===== src/design/itcu_ram.sv =====
// ----------------------------------------------------------------------------
// Generic RAM
// One write port, one read port, registered read data.
// ----------------------------------------------------------------------------
module itcu_ram #(
    parameter int WIDTH = 8,
    parameter int DEPTH = 16
) (
    input  logic                                       clk,
    input  logic                                       we,
    input  logic [(DEPTH > 1 ? $clog2(DEPTH) : 1)-1:0] waddr,
    input  logic [WIDTH-1:0]                           wdata,
    input  logic [(DEPTH > 1 ? $clog2(DEPTH) : 1)-1:0] raddr,
    output logic [WIDTH-1:0]                           rdata
);

    logic [WIDTH-1:0] mem [DEPTH];
    logic [WIDTH-1:0] rdata_reg;

    always_ff @(posedge clk)
    begin
        if (we)
        begin
            mem[waddr] <= wdata;
        end
        rdata_reg <= mem[raddr];
    end

    assign rdata = rdata_reg;

endmodule


===== config.mk =====
export PLATFORM = sky130hd
export DESIGN_NAME = itcu_ram
export DESIGN_NICKNAME = d
export VERILOG_FILES = /design/src/design/itcu_ram.sv
export SDC_FILE = /design/constraint.sdc
export NUM_CORES = 1
export LEC_CHECK = 0
export ABC_CLOCK_PERIOD_IN_PS = 3700
export BUFFER_PORTS_ARGS = -buffer_cell sky130_fd_sc_hd__buf_2
export CELL_PAD_IN_SITES_DETAIL_PLACEMENT = 2
export CELL_PAD_IN_SITES_GLOBAL_PLACEMENT = 2
export CORE_MARGIN = 5
export CORE_UTILIZATION = 34
export CTS_CLUSTER_SIZE = 8
export DETAILED_ROUTE_END_ITERATION = 10
export GPL_TIMING_DRIVEN = 1
export HOLD_SLACK_MARGIN = 0.05
export PLACE_DENSITY = 0.69
export SKIP_CTS_REPAIR_TIMING = 1
export SLEW_MARGIN = 20
export SYNTH_ARGS = -nofsm -noshare
export SYNTH_HDL_FRONTEND = slang
export SYNTH_SLANG_ARGS = --single-unit

===== constraint.sdc =====
create_clock -name clk -period 3.7 [get_ports clk]
set_input_delay 0.74 -clock clk [delete_from_list [all_inputs] [get_ports clk]]
set_output_delay 0.74 -clock clk [all_outputs]
set_load 0.02 [all_outputs]

=== After elaboration in Yosys (flattened, before gate mapping) ===
Memory sizes are Yosys's and may differ from the RTL's. A register that Yosys moved wholly into a read port is not among the register bits.
Index checks and enable logic that the tools add are counted.

* Muxes and demuxes: 2

{| class="wikitable"
|+ Operators by type and width
! kind !! number
|-
| $mux 1 || 2
|}

* Output and inout bits: 8
* Input bits: 18
* Memories kept: 1
* Memory bits (writable): 128
* Bits in registers: 0

{| class="wikitable"
|+ Memories
! memory !! depth !! width !! rd ports !! clocked after Yosys merged registers in !! write ports !! line !! text
|-
| mem || 16 || 8 || 1 || 1 || 1 || 17 || <nowiki>logic [WIDTH-1:0] mem [DEPTH];</nowiki>
|}

=== Depth between registers and ports, before layout ===
Gate-level depths: netlist (run 1).

* Depth in word-level cells: 2
* Mapped depth: 5

=== Worst setup path before layout (run 1) ===
Ideal clock, no wire load.

* Kind: input to register
* Start point: in waddr[2] (netlist name)
* End point: mem mem[0][0] (enable)
* Slack: 1.467 ns
* Required time: 3.317 ns
* Stages on the path: 2
* Data arrival time: 1.850 ns
* Path through: or3b_2 > nor3_1

{| class="wikitable"
|+ RTL lines
! item !! line !! text
|-
| from (decl) || 11 || <nowiki>input logic [(DEPTH > 1 ? $clog2(DEPTH) : 1)-1:0] waddr,</nowiki>
|-
| to (decl) || 17 ||
|}

Straight into the memory's write port.

==> results of run 1 <==
## cells in the mapped netlist
cell             instances  area share [%]
a22oi_1                 16             2.3
and2_1                   1            0.12
and2b_1                  1            0.15
buf_2                    3            0.29
buf_4                    1            0.15
buf_6                    3            0.66
clkdlybuf4s25_2          3            0.58
dfxtp_1                  8             3.1
edfxtp_1               128              75
mux4_1                  14             7.1
mux4_2                  18             7.9
nand2_1                  9            0.66
nand2b_1                 2            0.24
nand3_1                  1           0.097
nand3b_1                 2            0.29
nor2_1                  13            0.95
nor2b_1                  1            0.12
nor3_1                   4            0.39
or3b_2                   1            0.17
## cells by family after synthesis
group                  Yosys count  share of synthesized area (%)
DFF                            136                           77.8
and+or+nand+nor                 35                           3.18
AOI/OAI and AO/OA               16                           2.33
muxes                           32                           15.0
buffers and inverters           10                           1.68
## through the flow
| stage | total power [mW] | hold WS (ns) | std cells |
|---|---|---|---|
| finish | 3.78 | 0.676 | 473 |
| floorplan | 1.86 | 0.629 | 229 |
| CTS | 3.82 | 0.682 | 473 |
| detailed placement | 1.94 | 0.670 | 441 |
| global placement | 1.93 | 0.653 | 441 |
| global route | 3.92 | 0.705 | 473 |
## where the power goes
group	switching [mW]	leakage [nW]	internal, mW
clock	0.617	0.321	1.26
combinational	0.103	0.517	0.0641
sequential	0.0142	1.22	1.72
## worst max-delay path, delay by kind of cell
kind / cells / cell delay, ns
buffers and inverters: 2 / 0.90
muxes: 1 / 0.56
and+or+nand+nor: 1 / 0.07
AOI/OAI and AO/OA: 1 / 0.19
## cell type report
class	count	area, um^2	area share [%]
Sequential cell	136	4000	65.1
Multi-Input combinational cell	83	1060	17.2
Clock buffer	18	429	6.98
Tap cell	188	235	3.83
Clock inverter	14	229	3.72
Timing Repair Buffer	34	193	3.13
## final timing paths
kind	start	endpoint	slack, ns
max	raddr[0]	rdata[0]	1.51
min	mem[4][0]	rdata[0]	0.68
max reg2reg	mem[9][4]	rdata[4]	2.28
min reg2reg	mem[4][0]	rdata[0]	0.68
## metal layers
layer  wire, um  vias up
li1           -     1062
met1       5200     1318
met2       6100       49
met3        428       15
met4        233        0
met5          0        -
==> summary.md, run 1 <==
| Metric | Value |
|---|---|
| Yosys warnings | `0` |
| Skew final | `0.00674 ns` |
| F_max | `457 MHz` |
| # diodes | `0` |
| Tot GR Track Use | `14.8%` |
| Buffers on Ports | `25` |
| Total negative slack | `0 ns` |
| Die Y | `133 um` |
| Post-Syn Area | `0.00515 mm^2` |
| CP max-delay cell | `buf_2` |
| Crit path capture type | `register` |
| Syn avg cell area | `22.5 um^2` |
| Die Wd | `133 um` |
| Final worst slack | `1.51 ns` |
| Layout cells sized above 1 | `29.1%` |
| Area after DPL | `0.00549 mm^2` |
| Hold crit path type | `register to register` |
| Count of final setup violators | `0` |
| Cell Pwr Density | `615 mW/mm^2` |
| First-pass GRT wire length | `18200 um` |
| CTS Sinks | `136` |
| Met3 Use GR | `3.76%` |
| Final Max Tran Viols | `0` |
| Nets@finish | `290` |
| Clk root buf | `clkbuf_16` |
| GRT overflow | `0` |
| Critical path cell sequence | `buf_2 -> buf_4 -> mux4_1 -> a22oi_1 -> nand2_1` |
| Placeable Area | `0.0150 mm^2` |
| Cell count after synthesis | `229` |
| Crit-path max FO | `23` |
| Fin crit share | `59.2%` |
| Critical Path Start Type | `input port` |
| Met2 Use GR | `23.9%` |
| Finished Cell Area | `0.00615 mm^2` |
| Run status | `finished, final reports clean` |
| CP peak stage delay | `0.60 ns` |
| DRC errors left | `0` |
| Antenna Nets Post-Route | `0` |
| Crit path required time | `4.00 ns` |
| Antenna violations before repair | `0` |
| Number of DRC markers in iteration 0 | `199` |
| TritonCTS clock tree | `built` |
| Pre-Repair DR Iteration Count | `4` |
| Max reg flops | `128` |
| Rows | `45` |
| Hold depth | `3` |
| Cell variety after synth | `19` |
| Pre-CTS setup slack | `1.03 ns` |
| Crit path arrival time | `2.49 ns` |
| Most frequent cells in the layout | `edfxtp_1 (128), buf_2 (25), mux4_2 (18)` |
| Worst slew pin tran | `1.04 ns` |
| # fillers | `1383` |
| Clock-pin slew on the worst setup and hold paths | `0.05 ns` |
| CTS Buf Count | `17` |
| Tmin final | `2.19 ns` |
| Vias in the first global route | `2726` |
| Busiest grt layer | `met2` |
| Leakage | `2.06 nW` |
| Syn_nets | `247` |
| DR WL/cell | `25.3 um` |
| GR Util met1 | `19.0%` |
| Peak VDD IR | `0.327 mV` |
| Crit path kind | `input port to register` |
| Register bit total from synthesis | `136` |
| DP Wirelength | `7480 um` |
| Sequential area share after synthesis | `77.8%` |
| Worst rel slew slack | `30.3%` |
| Die area | `0.0177 mm^2` |
| # Max-Cap Violations | `0` |
| H-tree levels | `4` |
| Final Util | `40.9%` |
| Reg2Reg Depth | `3` |
| Via count | `2444` |
| RSZ-0062 raised after global routing | `false` |
| Top Ports | `26` |
| Commonest non-fill, non-tap cell in the layout | `edfxtp_1` |
| Worst-Skew Late Latency | `0.42 ns` |
| Largest net degree at the start of global routing | `33` |
| Initial cell density of the core | `34.2%` |
| RePlAce Congestion | `0.692` |
| Syn-to-layout area delta | `19.4%` |
| Final wirelength | `12000 um` |
| Fin. Hold Viols | `0` |
| Max Buffers Root-to-Sink | `2` |
| DR vias/cell | `5.17` |
Power figures use the tool's default switching activity.
==> inputs of run 2 (changes only) <==
Settings changed: ABC_CLOCK_PERIOD_IN_PS 3700 to 2200.
Clock period 3.7 ns to 2.2 ns, I/O delays scaled along.
==> summary.md, run 2 (synthesis results as in run 1) <==
| Metric | Value |
|---|---|
| Run status | `finished, final reports clean` |
| Rows | `45 (unchanged)` |
| Hold crit path type | `input port to register` |
| Vias in the first global route | `2894 (+6.2%)` |
| RePlAce Congestion | `0.709 (+2.4%)` |
| Syn-to-layout area delta | `21.4%` |
| Critical Path Start Type | `input port` |
| First-pass GRT wire length | `18700 um (+2.8%)` |
| DR WL/cell | `25.3 um (about the same)` |
| Layout cells sized above 1 | `32.7% (+3.5 points)` |
| Initial cell density of the core | `34.2% (unchanged)` |
| Tmin final | `1.60 ns` |
| Count of final setup violators | `0 (unchanged)` |
| Top Ports | `26 (unchanged)` |
| Die Y | `133 um (unchanged)` |
| DRC errors left | `0 (unchanged)` |
| GRT overflow | `0 (unchanged)` |
| Final wirelength | `12300 um (+2.5%)` |
| Critical path buffer and inverter count | `2 (unchanged)` |
| Worst flop-to-flop path endpoint | `rdata[4]` |
| Die area | `0.0177 mm^2 (unchanged)` |
| Crit path capture type | `register` |
| Leakage | `2.13 nW (+3.1%)` |
| Max Buffers Root-to-Sink | `2 (unchanged)` |
| TritonCTS clock tree | `built` |
| Hold depth | `1 (-2)` |
| Fin. Hold Viols | `0 (unchanged)` |
| Largest net degree at the start of global routing | `33 (unchanged)` |
| Commonest non-fill, non-tap cell in the layout | `edfxtp_1` |
| DR vias/cell | `5.25 (+1.5%)` |
| Nets@finish | `302 (+4.1%)` |
| Pre-Repair DR Iteration Count | `4 (unchanged)` |
| Skew final | `0.00609 ns (-0.000649 ns)` |
| Crit path required time | `2.48 ns (-1.52 ns)` |
| # fillers | `1370 (-0.94%)` |
| Antenna violations before repair | `1 (+1)` |
| WHS Endpoint | `mem[14][6]` |
| Antenna Nets Post-Route | `0 (unchanged)` |
| Fin crit share | `72.6%` |
| Clk root buf | `clkbuf_16` |
| Critical path cell sequence | `buf_2 -> buf_12 -> mux4_1 -> a22oi_1 -> nand2_1` |
| Pre-CTS setup slack | `0.171 ns (-0.863 ns)` |
| Die Wd | `133 um (unchanged)` |
| Seq. cell area | `0.00400 mm^2 (unchanged)` |
| RSZ-0062 raised after global routing | `false` |
| Number of DRC markers in iteration 0 | `219 (+10%)` |
| # diodes | `0 (unchanged)` |
| Max reg flops | `128 (unchanged)` |
| Cell Pwr Density | `1000 mW/mm^2 (+63%)` |
| Area of the multi-input gates | `0.00106 mm^2 (unchanged)` |
| Final worst slack | `0.603 ns (-0.907 ns)` |
| CP peak stage delay | `0.58 ns (-0.02 ns)` |
| CP max-delay cell | `mux4_1` |
| F_max | `626 MHz` |
| Clock-pin slew on the worst setup and hold paths | `0.06 ns (about the same)` |
| Hold wc startpoint | `wdata[6]` |
| Fin Hold WS | `0.400 ns (-0.276 ns)` |
| Via count | `2544 (+4.1%)` |
| FF-to-FF Start | `mem[11][4]` |
| Worst rel slew slack | `67.8% (+37 points)` |
| H-tree levels | `4 (unchanged)` |
| R2R Setup Slk | `0.70 ns (-1.58 ns)` |
| Top delay family on crit path | `multiplexers` |
| Final Max Tran Viols | `0 (unchanged)` |
| Crit path kind | `input port to register` |
| Buffers on Ports | `25 (unchanged)` |
| CTS Sinks | `136 (unchanged)` |
| Tot GR Track Use | `15.0% (+0.21 points)` |
| Crit-path max FO | `20 (-13%)` |
| Most frequent cells in the layout | `edfxtp_1 (128), buf_2 (25), mux4_2 (18), buf_4 (18), clkbuf_16 (17)` |
| CTS Buf Count | `17 (unchanged)` |
| Worst slew pin tran | `0.483 ns (-0.558 ns)` |
| Reg2Reg Depth | `3 (unchanged)` |
| Crit path arrival time | `1.88 ns (-0.61 ns)` |
| Worst-Skew Late Latency | `0.42 ns (about the same)` |
| Placeable Area | `0.0150 mm^2 (unchanged)` |
| Peak VDD IR | `0.576 mV (+76%)` |
| Critical path startpoint | `raddr[0]` |
| Total negative slack | `0 ns (unchanged)` |
| DP Wirelength | `7790 um (+4.2%)` |
| # Max-Cap Violations | `0 (unchanged)` |
run 2: changes by cell type in the layout (fill, tap and decap cells not counted):
cell,before,now
clkinv_1,1,0
clkbuf_1,1,0
buf_12,0,3
buf_4,9,18
clkinvlp_4,1,3
clkinv_4,2,0
bufinv_16,6,5
clkinv_2,4,7
run 2: cell type report:
cell class | count | area share, %
well taps | 188 | 3.76
flip-flops and latches | 136 | 64.1
clock buffers | 17 | 6.81
repair buffers | 46 | 5.13
multi-input cells | 83 | 16.9
clock inverters | 15 | 3.32
run 2: worst max path at each step:
stage | depth (start not counted) | to
after global placement | 5 | rdata[7]
after CTS | 5 | rdata[4]
after floorplan | 2 | mem[0][0]
final | 5 | rdata[4]
after global routing | 5 | rdata[4]
after detailed placement | 5 | rdata[4]
run 2: stage by stage:
step / area, um^2 / instances / power, mW / util, %
after floorplan: 5150 / 229 / 3.13 / -
after global placement: 5620 / 453 / 3.27 / 37.4
after detailed placement: 5620 / 453 / 3.29 / 37.4
after CTS: 6250 / 485 / 6.35 / 41.6
after global routing: 6250 / 485 / 6.48 / 41.6
final: 6250 / 485 / 6.27 / 41.6
run 2: routing by layer:
layer | wire (um) | GRT usage (%)
met1 | 5600 | 19.8
met2 | 5840 | 23.1
met3 | 546 | 4.60
met4 | 258 | 6.24
met5 | 13 | 0
run 2: power by group:
part | leakage (nW) | total [mW] | internal [mW] | switching (mW)
clock | 0.308 | 3.05 | 1.99 | 1.06
sequential | 1.22 | 2.92 | 2.90 | 0.0235
combinational | 0.595 | 0.305 | 0.122 | 0.183
==> inputs of run 3 (changes only) <==
Settings changed: ABC_CLOCK_PERIOD_IN_PS 2200 to 1700.
Clock period 2.2 ns to 1.7 ns, I/O delays scaled along.
==> summary.md, run 3 (synthesis results as in run 1) <==
| Metric | Value |
|---|---|
| Run status | `finished, final reports clean` |
| Crit-path max FO | `1 (-95%)` |
| Net Sw Power | `1.57 mW (+24%)` |
| DRC errors left | `0 (unchanged)` |
| Buffers on Ports | `25 (unchanged)` |
| # fillers | `1404 (+2.5%)` |
| Pre-Repair DR Iteration Count | `4 (unchanged)` |
| Worst rel slew slack | `47.6% (-20 points)` |
| DR WL/cell | `24.9 um (-1.4%)` |
| Final wirelength | `12100 um (-1.4%)` |
| CTS Buf Count | `17 (unchanged)` |
| Syn-to-layout area delta | `20.8%` |
| Nets@finish | `302 (unchanged)` |
| F_max | `690 MHz` |
| Rows | `45 (unchanged)` |
| H-tree levels | `4 (unchanged)` |
| Leakage | `2.12 nW (-0.17%)` |
| Final Max Tran Viols | `0 (unchanged)` |
| Die Wd | `133 um (unchanged)` |
| Busiest grt layer | `met2` |
| Final Util | `41.4% (-0.21 points)` |
| Met3 Use GR | `5.48% (+0.87 points)` |
| Largest net degree at the start of global routing | `23 (-30%)` |
| Most frequent cells in the layout | `edfxtp_1 (128), buf_2 (25), mux4_2 (18)` |
| First-pass GRT wire length | `18600 um (-0.48%)` |
| Antenna Nets Post-Route | `0 (unchanged)` |
| Top Ports | `26 (unchanged)` |
| Gate power share | `5.1% (+0.2 points)` |
| RSZ-0062 raised after global routing | `false` |
| Worst slew pin tran | `0.784 ns (+0.301 ns)` |
| Crit path required time | `1.98 ns (-0.50 ns)` |
| Clock-pin slew on the worst setup and hold paths | `0.05 ns (about the same)` |
| TritonCTS clock tree | `built` |
| Fin. Hold Viols | `0 (unchanged)` |
| Tmin final | `1.45 ns` |
| Layout cells sized above 1 | `32.7% (unchanged)` |
| Initial cell density of the core | `34.2% (unchanged)` |
| Via count | `2519 (-0.98%)` |
| Hold crit path type | `input port to register` |
| Crit path kind | `register to register` |
| Commonest non-fill, non-tap cell in the layout | `edfxtp_1` |
| Switching Share | `20.2% (+0.035 points)` |
| Cell Pwr Density | `1250 mW/mm^2 (+24%)` |
| Number of DRC markers in iteration 0 | `239 (+9.1%)` |
| Crit path arrival time | `1.73 ns (-0.15 ns)` |
| CTS Sinks | `136 (unchanged)` |
| Met2 Use GR | `23.2% (+0.14 points)` |
| Antenna violations before repair | `0 (-1)` |
| Die area | `0.0177 mm^2 (unchanged)` |
| Fin crit share | `85.2%` |
| Critical Path Start Type | `register` |
| Tot GR Track Use | `14.9% (-0.072 points)` |
| DR vias/cell | `5.19 (-0.98%)` |
| Power, Total | `7.77 mW (+24%)` |
| CP max-delay cell | `mux4_1` |
| Skew final | `0.00564 ns (-0.000454 ns)` |
| RePlAce Congestion | `0.712 (+0.40%)` |
| GRT overflow | `0 (unchanged)` |
| # Max-Cap Violations | `0 (unchanged)` |
| Count of final setup violators | `0 (unchanged)` |
| # diodes | `0 (unchanged)` |
| Critical path cell sequence | `mux4_1 -> a22oi_1 -> nand2_1` |
| Clk root buf | `clkbuf_16` |
| Peak VDD IR | `0.697 mV (+21%)` |
| Die Y | `133 um (unchanged)` |
| Vias in the first global route | `2841 (-1.8%)` |
| Seq pwr share | `48.6% (+2.0 points)` |
| CP peak stage delay | `0.50 ns (-0.08 ns)` |
| Clk pwr share | `46.3% (-2.3 points)` |
| Crit path capture type | `register` |
| Placeable Area | `0.0150 mm^2 (unchanged)` |
| Max reg flops | `128 (unchanged)` |
| GR Util met1 | `19.2% (-0.60 points)` |
| Max Buffers Root-to-Sink | `2 (unchanged)` |
| Total negative slack | `0 ns (unchanged)` |
| Internal power | `6.20 mW (+24%)` |
| Worst-Skew Late Latency | `0.42 ns (about the same)` |
| DP Wirelength | `7950 um (+2.1%)` |
-- run 3: cell count changes in the layout (fill, tap and decap cells not counted) --
cell,delta
buf_12,+1
buf_4,-1
bufinv_16,-3
clkbuf_1,+1
clkbuf_8,+4
clkinv_2,+1
clkinvlp_4,-3
nor3_1,-1
nor3_2,+1
-- run 3: path summary, 6_finish.rpt --
check,start,end,slack [ns],depth (start not counted)
min,wdata[2],mem[1][2],0.32,1
max reg2reg,mem[9][2],rdata[2],0.25,3
max,mem[9][2],rdata[2],0.25,3
min reg2reg,mem[12][1],rdata[1],0.68,3
-- run 3: area by class of cell --
| type | instances | area [um^2] | area share [%] |
|---|---|---|---|
| multi-input combinational | 83 | 1060 | 17.1 |
| tap | 188 | 235 | 3.78 |
| timing repair buffer | 46 | 333 | 5.35 |
| sequential | 136 | 4000 | 64.4 |
| clock buffer | 22 | 484 | 7.79 |
| clock inverter | 10 | 100 | 1.61 |
-- run 3: critical path, delay by kind of cell (launching register included) --
| kind | cells | cell delay (ns) |
|---|---|---|
| muxes | 1 | 0.50 |
| DFF | 1 | 0.36 |
| AOI/OAI and AO/OA | 1 | 0.35 |
| and+or+nand+nor | 1 | 0.10 |
-- run 3: power by group through the flow --
stage | Combinational [mW] | Clock [mW] | Sequential, mW
floorplan | 0.191 | 0 | 3.86
global placement | 0.386 | 0 | 3.84
detailed placement | 0.407 | 0 | 3.85
CTS | 0.410 | 3.70 | 3.78
global route | 0.432 | 3.86 | 3.78
finish | 0.399 | 3.59 | 3.78
-- run 3: routing by layer --
| layer | part of all wire (%) | up-vias | wire length (um) |
|---|---|---|---|
| met5 | 0 | - | 0 |
| li1 | - | 1089 | - |
| met3 | 6.0 | 19 | 726 |
| met4 | 1.6 | 0 | 199 |
| met1 | 43 | 1339 | 5260 |
| met2 | 49 | 72 | 5900 |
-- run 3: per-stage QoR --
stage / setup slack [ns] / cells / hold WS, ns / cell area (um^2)
after floorplan: 0.0939 / 229 / 0.439 / 5150
after global placement: -0.0976 / 453 / 0.658 / 5630
after detailed placement: -0.148 / 453 / 0.675 / 5630
after CTS: 0.241 / 485 / 0.304 / 6220
after global routing: 0.221 / 485 / 0.313 / 6220
final: 0.251 / 485 / 0.320 / 6220
